## src/rtl/llag_pkg.sv

```systemverilog
`timescale 1ns / 1ps
// Shared types, constants and rule tables for the Life-like generation block.
// Used by llag_lane, llag_merge and life_like_automaton_generation.
package llag_pkg;

    localparam int CELL_W    = 32;
    localparam int ROW_NUM_W = 5;
    localparam int CFG_W     = 6;
    localparam int CFG_IDX_W = 1;
    localparam int RULE_W    = 3;
    localparam int COUNT_W   = 9;

    // Register indexes of the configuration port
    localparam logic [CFG_IDX_W-1:0] REG_RULE_SET     = 1'b0;
    localparam logic [CFG_IDX_W-1:0] REG_COLUMN_COUNT = 1'b1;

    // Rule set codes
    localparam logic [RULE_W-1:0] RULE_B3_S23         = 3'd0;
    localparam logic [RULE_W-1:0] RULE_B35_S236       = 3'd1;
    localparam logic [RULE_W-1:0] RULE_B357_S1358     = 3'd2;
    localparam logic [RULE_W-1:0] RULE_B378_S235678   = 3'd3;
    localparam logic [RULE_W-1:0] RULE_B25678_S5678   = 3'd4;

    typedef struct packed {
        logic [CELL_W-1:0] row_cells;
        logic              last_row;
    } row_word_t;

    typedef struct packed {
        logic [CELL_W-1:0]    next_cells;
        logic [CELL_W-1:0]    born_cells;
        logic [ROW_NUM_W-1:0] row_number;
        logic                 final_row;
    } gen_word_t;

    // Bit k set: a neighbor count of k gives birth / survival
    typedef struct packed {
        logic [COUNT_W-1:0] birth;
        logic [COUNT_W-1:0] survive;
    } rule_t;

    // Three-cell slices of the rows above, at and below one column;
    // bit 0 is the left column, bit 1 the column itself, bit 2 the right
    typedef struct packed {
        logic [2:0] up;
        logic [2:0] mid;
        logic [2:0] dn;
    } nbhd_t;

    typedef struct packed {
        logic [CELL_W-1:0] next_cells;
        logic [CELL_W-1:0] born_cells;
    } row_result_t;

    typedef enum logic [1:0] {
        ST_LOAD,
        ST_PRIME,
        ST_EMIT
    } gen_state_t;

    function automatic rule_t rule_masks(input logic [RULE_W-1:0] sel);
        rule_t r;
        case (sel)
            RULE_B3_S23:       r = '{birth: 9'h008, survive: 9'h00C};
            RULE_B35_S236:     r = '{birth: 9'h028, survive: 9'h04C};
            RULE_B357_S1358:   r = '{birth: 9'h0A8, survive: 9'h12A};
            RULE_B378_S235678: r = '{birth: 9'h188, survive: 9'h1EC};
            RULE_B25678_S5678: r = '{birth: 9'h1E4, survive: 9'h1E0};
            default:           r = '{birth: 9'h000, survive: 9'h000};
        endcase
        return r;
    endfunction

endpackage

```

## src/rtl/llag_lane.sv

```systemverilog
`timescale 1ns / 1ps
// One cell lane: counts the eight neighbors and applies the birth/survival rule.
// Depends on llag_pkg for the neighborhood and rule types.
module llag_lane (
    input  llag_pkg::nbhd_t nbhd,
    input  llag_pkg::rule_t rule,
    output logic            next_cell
);

    logic [3:0] count;

    assign count = 4'(nbhd.up[0]) + 4'(nbhd.up[1]) + 4'(nbhd.up[2])
                 + 4'(nbhd.mid[0]) + 4'(nbhd.mid[2])
                 + 4'(nbhd.dn[0]) + 4'(nbhd.dn[1]) + 4'(nbhd.dn[2]);

    // Count never exceeds eight, so it always lands inside the mask
    assign next_cell = nbhd.mid[1] ? rule.survive[count] : rule.birth[count];

endmodule

```

## src/rtl/llag_merge.sv

```systemverilog
`timescale 1ns / 1ps
// Merges the lane results into one output row and its mask of born cells.
// Depends on llag_pkg for the row result type.
module llag_merge (
    input  logic [llag_pkg::CELL_W-1:0] lane_bits,
    input  logic [llag_pkg::CELL_W-1:0] old_row,
    input  logic [llag_pkg::CELL_W-1:0] width_mask,
    output llag_pkg::row_result_t       result
);

    logic [llag_pkg::CELL_W-1:0] next_row;

    // Drop lanes past the column count in use
    assign next_row          = lane_bits & width_mask;
    assign result.next_cells = next_row;
    assign result.born_cells = next_row & ~old_row & width_mask;

endmodule

```

## src/rtl/life_like_automaton_generation.sv

```systemverilog
`timescale 1ns / 1ps
// Life-like automaton generation: rows load one per cycle while in the load state; the
// row marked last starts the generation, which primes the three-row window and then
// registers one result row per cycle while gen_ready holds; no rows are taken until the
// frame is out. The single read port of the grid memory feeds the three-row window.
// Reset clears control registers, sets rule B3/S23 and 32 columns; grid memory stays undefined.
module life_like_automaton_generation #(
    parameter int MAX_COLUMNS = 32,
    parameter int MAX_ROWS    = 32
) (
    input  logic                           clk,
    input  logic                           rst_n,
    input  logic                           row_valid,
    output logic                           row_ready,
    input  llag_pkg::row_word_t            row_word,
    output logic                           gen_valid,
    input  logic                           gen_ready,
    output llag_pkg::gen_word_t            gen_word,
    input  logic                           cfg_we,
    input  logic [llag_pkg::CFG_IDX_W-1:0] cfg_index,
    input  logic [llag_pkg::CFG_W-1:0]     cfg_data
);

    localparam int COL_CAP = (MAX_COLUMNS < llag_pkg::CELL_W) ? MAX_COLUMNS : llag_pkg::CELL_W;
    localparam int ROW_CAP = (MAX_ROWS < llag_pkg::CELL_W) ? MAX_ROWS : llag_pkg::CELL_W;
    localparam int ROW_AW  = $clog2(ROW_CAP);
    localparam int CNT_W   = $clog2(ROW_CAP + 1);
    localparam int CW      = llag_pkg::CELL_W;
    localparam int CFG_W   = llag_pkg::CFG_W;
    localparam int RNW     = llag_pkg::ROW_NUM_W;
    localparam int ROW_NUM_W_SEL = 5;

    localparam logic [CNT_W-1:0] RowCap = CNT_W'(ROW_CAP);
    localparam logic [CFG_W-1:0] ColCap = CFG_W'(COL_CAP);

    // Configuration
    logic [llag_pkg::RULE_W-1:0] rule_set_reg;
    logic [CFG_W-1:0]            column_count_reg;

    always_ff @(posedge clk or negedge rst_n)
    begin
        if (!rst_n)
        begin
            rule_set_reg     <= llag_pkg::RULE_B3_S23;
            column_count_reg <= CFG_W'(32);
        end
        else if (cfg_we)
        begin
            case (cfg_index)
                llag_pkg::REG_RULE_SET:     rule_set_reg     <= cfg_data[llag_pkg::RULE_W-1:0];
                llag_pkg::REG_COLUMN_COUNT: column_count_reg <= cfg_data;
                default:                    ;
            endcase
        end
    end

    // Width in use, clamped to 1..COL_CAP
    logic [CFG_W-1:0] eff_w;
    logic [CFG_W-1:0] eff_w_m1;
    logic [CW-1:0]    width_mask;

    always_comb
    begin
        if (column_count_reg == '0)
            eff_w = CFG_W'(1);
        else if (column_count_reg > ColCap)
            eff_w = ColCap;
        else
            eff_w = column_count_reg;
    end

    assign eff_w_m1 = eff_w - CFG_W'(1);

    genvar m;
    generate
        for (m = 0; m < CW; m++)
        begin : g_mask
            assign width_mask[m] = (CFG_W'(m) < eff_w);
        end
    endgenerate

    llag_pkg::rule_t rule;
    assign rule = llag_pkg::rule_masks(rule_set_reg);

    // Control state
    llag_pkg::gen_state_t state_reg, state_next;
    logic [CNT_W-1:0]     rows_received_reg, rows_received_next;
    logic [ROW_AW-1:0]    rd_addr_reg, rd_addr_next;
    logic [ROW_AW-1:0]    y_reg, y_next;
    logic [1:0]           prime_cnt_reg, prime_cnt_next;
    logic                 gen_valid_reg, gen_valid_next;

    // Datapath
    logic [CW-1:0]        grid_mem [ROW_CAP];
    logic [CW-1:0]        up_reg, mid_reg, dn_reg, mem_q_reg;
    llag_pkg::gen_word_t  gen_word_reg;

    logic                 accept;
    logic                 store;
    logic                 shift;
    logic                 advance;
    logic                 last_y;
    logic [CNT_W-1:0]     h_new;
    logic [CNT_W-1:0]     rd_inc;

    assign accept = row_valid && row_ready;
    assign store  = accept && (rows_received_reg < RowCap);
    assign h_new  = rows_received_reg + CNT_W'(store);
    assign rd_inc = CNT_W'(rd_addr_reg) + CNT_W'(1);
    assign last_y = (CNT_W'(y_reg) + CNT_W'(1)) == rows_received_reg;

    always_comb
    begin
        state_next         = state_reg;
        rows_received_next = rows_received_reg;
        rd_addr_next       = rd_addr_reg;
        y_next             = y_reg;
        prime_cnt_next     = prime_cnt_reg;
        row_ready          = 1'b0;
        shift              = 1'b0;
        advance            = 1'b0;

        case (state_reg)
            llag_pkg::ST_LOAD:
            begin
                row_ready = 1'b1;
                if (accept)
                begin
                    rows_received_next = h_new;
                    if (row_word.last_row)
                    begin
                        // Window starts on the row above row zero
                        rd_addr_next   = ROW_AW'(h_new - CNT_W'(1));
                        prime_cnt_next = 2'd0;
                        state_next     = llag_pkg::ST_PRIME;
                    end
                end
            end
            llag_pkg::ST_PRIME:
            begin
                shift          = 1'b1;
                prime_cnt_next = prime_cnt_reg + 2'd1;
                if (prime_cnt_reg == 2'd3)
                begin
                    y_next     = '0;
                    state_next = llag_pkg::ST_EMIT;
                end
            end
            llag_pkg::ST_EMIT:
            begin
                advance = !gen_valid_reg || gen_ready;
                shift   = advance;
                if (advance)
                begin
                    if (last_y)
                    begin
                        rows_received_next = '0;
                        state_next         = llag_pkg::ST_LOAD;
                    end
                    else
                        y_next = y_reg + ROW_AW'(1);
                end
            end
            default:
                state_next = llag_pkg::ST_LOAD;
        endcase

        // Read pointer wraps at the row count of the frame
        if (shift)
            rd_addr_next = (rd_inc == rows_received_reg) ? '0 : ROW_AW'(rd_inc);

        if (advance)
            gen_valid_next = 1'b1;
        else if (gen_ready)
            gen_valid_next = 1'b0;
        else
            gen_valid_next = gen_valid_reg;
    end

    always_ff @(posedge clk or negedge rst_n)
    begin
        if (!rst_n)
        begin
            state_reg         <= llag_pkg::ST_LOAD;
            rows_received_reg <= '0;
            rd_addr_reg       <= '0;
            y_reg             <= '0;
            prime_cnt_reg     <= '0;
            gen_valid_reg     <= 1'b0;
        end
        else
        begin
            state_reg         <= state_next;
            rows_received_reg <= rows_received_next;
            rd_addr_reg       <= rd_addr_next;
            y_reg             <= y_next;
            prime_cnt_reg     <= prime_cnt_next;
            gen_valid_reg     <= gen_valid_next;
        end
    end

    // Grid memory and the three-row window behind its read register
    always_ff @(posedge clk)
    begin
        if (store)
            grid_mem[rows_received_reg[ROW_AW-1:0]] <= row_word.row_cells & width_mask;
        if (shift)
        begin
            up_reg    <= mid_reg;
            mid_reg   <= dn_reg;
            dn_reg    <= mem_q_reg;
            mem_q_reg <= grid_mem[rd_addr_reg];
        end
    end

    // Cell lanes
    logic [CW-1:0] lane_bits;

    genvar c;
    generate
        for (c = 0; c < COL_CAP; c++)
        begin : g_lane
            logic            l_up, l_mid, l_dn;
            logic            r_up, r_mid, r_dn;
            llag_pkg::nbhd_t nbhd;

            if (c == 0)
            begin : g_left_wrap
                assign l_up  = up_reg[eff_w_m1[ROW_NUM_W_SEL-1:0]];
                assign l_mid = mid_reg[eff_w_m1[ROW_NUM_W_SEL-1:0]];
                assign l_dn  = dn_reg[eff_w_m1[ROW_NUM_W_SEL-1:0]];
            end
            else
            begin : g_left
                assign l_up  = up_reg[c-1];
                assign l_mid = mid_reg[c-1];
                assign l_dn  = dn_reg[c-1];
            end

            if (c == COL_CAP - 1)
            begin : g_right_edge
                assign r_up  = up_reg[0];
                assign r_mid = mid_reg[0];
                assign r_dn  = dn_reg[0];
            end
            else
            begin : g_right
                logic wrap;
                assign wrap  = (eff_w == CFG_W'(c + 1));
                assign r_up  = wrap ? up_reg[0]  : up_reg[c+1];
                assign r_mid = wrap ? mid_reg[0] : mid_reg[c+1];
                assign r_dn  = wrap ? dn_reg[0]  : dn_reg[c+1];
            end

            assign nbhd.up  = {r_up,  up_reg[c],  l_up};
            assign nbhd.mid = {r_mid, mid_reg[c], l_mid};
            assign nbhd.dn  = {r_dn,  dn_reg[c],  l_dn};

            llag_lane u_lane (
                .nbhd      (nbhd),
                .rule      (rule),
                .next_cell (lane_bits[c])
            );
        end

        if (COL_CAP < CW)
        begin : g_unused_lanes
            assign lane_bits[CW-1:COL_CAP] = '0;
        end
    endgenerate

    llag_pkg::row_result_t row_result;

    llag_merge u_merge (
        .lane_bits  (lane_bits),
        .old_row    (mid_reg),
        .width_mask (width_mask),
        .result     (row_result)
    );

    // Output register
    always_ff @(posedge clk)
    begin
        if (advance)
        begin
            gen_word_reg.next_cells <= row_result.next_cells;
            gen_word_reg.born_cells <= row_result.born_cells;
            gen_word_reg.row_number <= RNW'(y_reg);
            gen_word_reg.final_row  <= last_y;
        end
    end

    assign gen_valid = gen_valid_reg;
    assign gen_word  = gen_word_reg;

`ifndef SYNTHESIS
    a_rows_capped: assert property (@(posedge clk) disable iff (!rst_n)
        rows_received_reg <= RowCap)
        else $error("rows held exceed capacity");

    a_emit_row_in_frame: assert property (@(posedge clk) disable iff (!rst_n)
        (state_reg == llag_pkg::ST_EMIT) |-> (CNT_W'(y_reg) < rows_received_reg))
        else $error("emitted row index past frame height");

    a_read_in_frame: assert property (@(posedge clk) disable iff (!rst_n)
        (state_reg != llag_pkg::ST_LOAD) |-> (CNT_W'(rd_addr_reg) < rows_received_reg))
        else $error("grid read address past frame height");

    a_frame_end: assert property (@(posedge clk) disable iff (!rst_n)
        (advance && last_y) |=> (gen_valid && gen_word.final_row && rows_received_reg == '0))
        else $error("frame did not close on its final row");
`endif

endmodule

```

## config.mk

```make
export PLATFORM = sky130hd
export DESIGN_NAME = life_like_automaton_generation
export DESIGN_NICKNAME = d
export VERILOG_FILES = /design/src/rtl/llag_pkg.sv /design/src/rtl/llag_lane.sv /design/src/rtl/llag_merge.sv /design/src/rtl/life_like_automaton_generation.sv
export SDC_FILE = /design/constraint.sdc
export NUM_CORES = 2
export LEC_CHECK = 0
export ABC_AREA = 1
export BUFFER_PORTS_ARGS = -buffer_cell sky130_fd_sc_hd__buf_2
export CORE_ASPECT_RATIO = 1.75
export CORE_MARGIN = 5
export CORE_UTILIZATION = 61
export CTS_CLUSTER_SIZE = 40
export DETAILED_ROUTE_END_ITERATION = 10
export GPL_TIMING_DRIVEN = 0
export PLACE_DENSITY = 0.78
export SLEW_MARGIN = 15
export SYNTH_ARGS = -nofsm -noshare
export SYNTH_HDL_FRONTEND = slang
export SYNTH_SLANG_ARGS = --single-unit
```

## constraint.sdc

```tcl
create_clock -name clk -period 8.1 [get_ports clk]
set_input_delay 1.62 -clock clk [delete_from_list [all_inputs] [get_ports clk]]
set_output_delay 1.62 -clock clk [all_outputs]
set_load 0.005 [all_outputs]
```

==> results.tsv <==
metric	value	unit
pre_cts_ws	1720	ps
dp_hpwl	164	mm
die_area	105000	sq um
slew-limit-headroom	12.5	%
overflow	0	
clkLatencyLatePin	760	ps
layout_worst_path_cycle_share	80.7	%
synthArstFlopShare	2.40	%
critPathArrivalTime	6970	ps
cp-end-kind	register	
holdCritStartpoint	mem_q_reg[16]	
drt-wirelength-per-cell	31.2	um
leakage	0.0257	uW
synth_ff_type	edfxtp_1	
avgViaCountPerCell	6.63	
syn_nets	5913	
num-fill-cells	7026	
htreeDepth	3	
slew_violations	0	
grt_pass1_vias	47775	
seq_area_frac_synth	62.2	%
start_util	61.4	%
instances_no_fill	7324	
cts-hold-fix-buffers	0	
finalSetupViolations	0	
worstPathCellList	inv_2 -> nor2_1 -> nor2_1 -> nand2_1 -> xor2_2 -> inv_1 -> nand3_1 -> nand3_1 -> nand2_1 -> ha_1 -> fa_1 -> inv_1 -> fa_1 -> fa_1 -> inv_1 -> fa_1 -> inv_1 -> nand2_1 -> nand3_1 -> nand2_1 -> nand2_1 -> nand2_1 -> nand2_1 -> a21oi_1	
via_count	48552	
die_w	248	um
ir_drop	0.260	mV
rows	152	
synth-seq-cells	1252	
syn_area_per_cell	10.7	sq um
cts_setup_buffers	0	
cts_buffers	105	
grt_pass1_wl	319	mm
crit_required	8540	ps
first_pass_iters	11	
critPathSlowestCell	nor2_1	
cts_resized	0	
drv_cap	0	
crit_fanout	10	
critPathMaxStageDelay	600	ps
fin_crit	6540	ps
worstMarginPinSlew	1310	ps
cts_tree	done	
synth-edff-count	1222	
finalWeightedCongestion	1.11	
dieHeight	426	um
setup_slack	1560	ps
utilization	68.8	%
cp-startpoint	column_count_reg[1]	
area_growth	12.1	%
status	finished, violations left	
clock_path_buffers	3	
core	98100	sq um
rsz0062_at_grt	no	
placed_area	64000	sq um
routed_wirelength	228	mm
max_freq	0.153	GHz
drtIter0Drc	6718	
io_pins	117	
drcViolationCount	2	
clock_skew	30.0	ps
hold_violations	0	
power_density	473	nW/um^2
drive_gt1_share	8.89	%
rr_startpoint	column_count_reg[1]	
fin_area	67500	sq um
final_nets	6197	
placed_cells	7120	
crit_type	reg2reg	
grt_usage	42.8	%
postSynthCellCount	5635	
port_buffers	115	
cpMostUsedCell	nand2_1	
ant_nets	0	
clock-root-buffer	clkbuf_16	
clock_sinks	1252	
hp-class	reg2reg	
netlist_area	60200	sq um
largest_reg_flops	1024	
antenna_found_initial	11	
grt_max_degree	86	
power	32000	uW
synth_cell_types	46	
clk_pin_slew	80	ps
cp-start-kind	register	
yosys_warnings	0	
violations	DRC	
## routing by layer
layer / wire length [um] / global-route usage (%)
met3: 24900 / 10.2
met1: 64300 / 42.9
met2: 109000 / 70.5
met5: 45 / 0.190
met4: 29900 / 43.1
## synth_stat cells (21+ instances only)
cell	count	area share (%)
dfrtp_1	29	1.2
inv_1	540	3.4
clkbuf_1	176	1.1
mux2i_1	26	0.43
buf_2	73	0.61
o21ai_0	791	6.6
nand2_1	828	5.2
a31oi_1	32	0.33
fa_1	128	4.3
o2111ai_1	21	0.31
nor2_1	786	4.9
ha_1	105	2.2
nand3_1	194	1.6
nand4_1	31	0.32
o21ai_1	32	0.27
xor2_1	37	0.54
edfxtp_1	1222	61
a21oi_1	138	1.1
o22ai_1	290	3.0
## critical path, delay by kind of cell, from the launching register on
kind / cells / cell delay [ps]
XOR/XNOR: 1 / 570
AND/OR/NAND/NOR: 12 / 1900
flip-flops: 1 / 470
buffers and inverters: 5 / 980
AO/OA/AOI/OAI: 1 / 80
adder cells (fa/ha/maj): 5 / 2220
## worst paths after layout
| kind | to | slack [ps] | cells past startpoint |
|---|---|---|---|
| hold reg to reg | dn_reg[16] | 410 | 0 |
| setup / recovery | gen_word[6] | 1560 | 24 |
| hold / removal | dn_reg[16] | 410 | 0 |
| setup reg to reg | gen_word[6] | 1560 | 24 |
| max in group asynchronous | column_count_reg[2] | 6490 | 1 |
| min in group asynchronous | state_reg[1] | 990 | 1 |
## cell type report
type,count,area (sq um),share of cell area (%)
clock inverters,74,749,1.11
repair buffers,177,1770,2.62
flip-flops and latches,1252,37400,55.5
plain buffers,273,1180,1.75
well taps,1309,1640,2.43
clock buffers,118,2710,4.01
multi-input cells,3548,19900,29.5
inverters,562,2120,3.14
diodes,11,27.5,0.0408
## where the power goes
group          internal, uW  switching, uW  total [uW]
Clock                  2780           2470        5250
Combinational          5550          12700       18300
Sequential             8060            406        8470
## stage by stage
step / hold WS (ps) / TNS, ps
finish: 410 / 0
global route: 403 / 0
CTS: 408 / 0
detailed placement: 405 / 0
global placement: 400 / -153670
floorplan: 400 / 0
## cells by family (layout without fill, tap and decap cells)
group           Yosys count  count (layout)  synth area share (%)
other cells               0              11                     0
mux                      26              26                 0.432
compound gates         1344            1344                  12.2
xor+xnor                 49              49                 0.725
buf+inv                 835            1204                  5.45
fa+ha+maj               233             233                  6.44
simple gates           1896            1896                  12.6
flops                  1252            1252                  62.2
## layout by cell type, fill, tap and decap left out, types with 138 or more instances in the layout
master,netlist,layout
a21oi_1,138,138
nand3_1,194,194
o21ai_0,791,790
nand2_1,828,828
clkbuf_1,176,183
buf_2,73,188
nor2_1,786,735
inv_1,540,538
o22ai_1,290,290
edfxtp_1,1222,1222
Note: power is estimated with default switching activity, not from simulation.
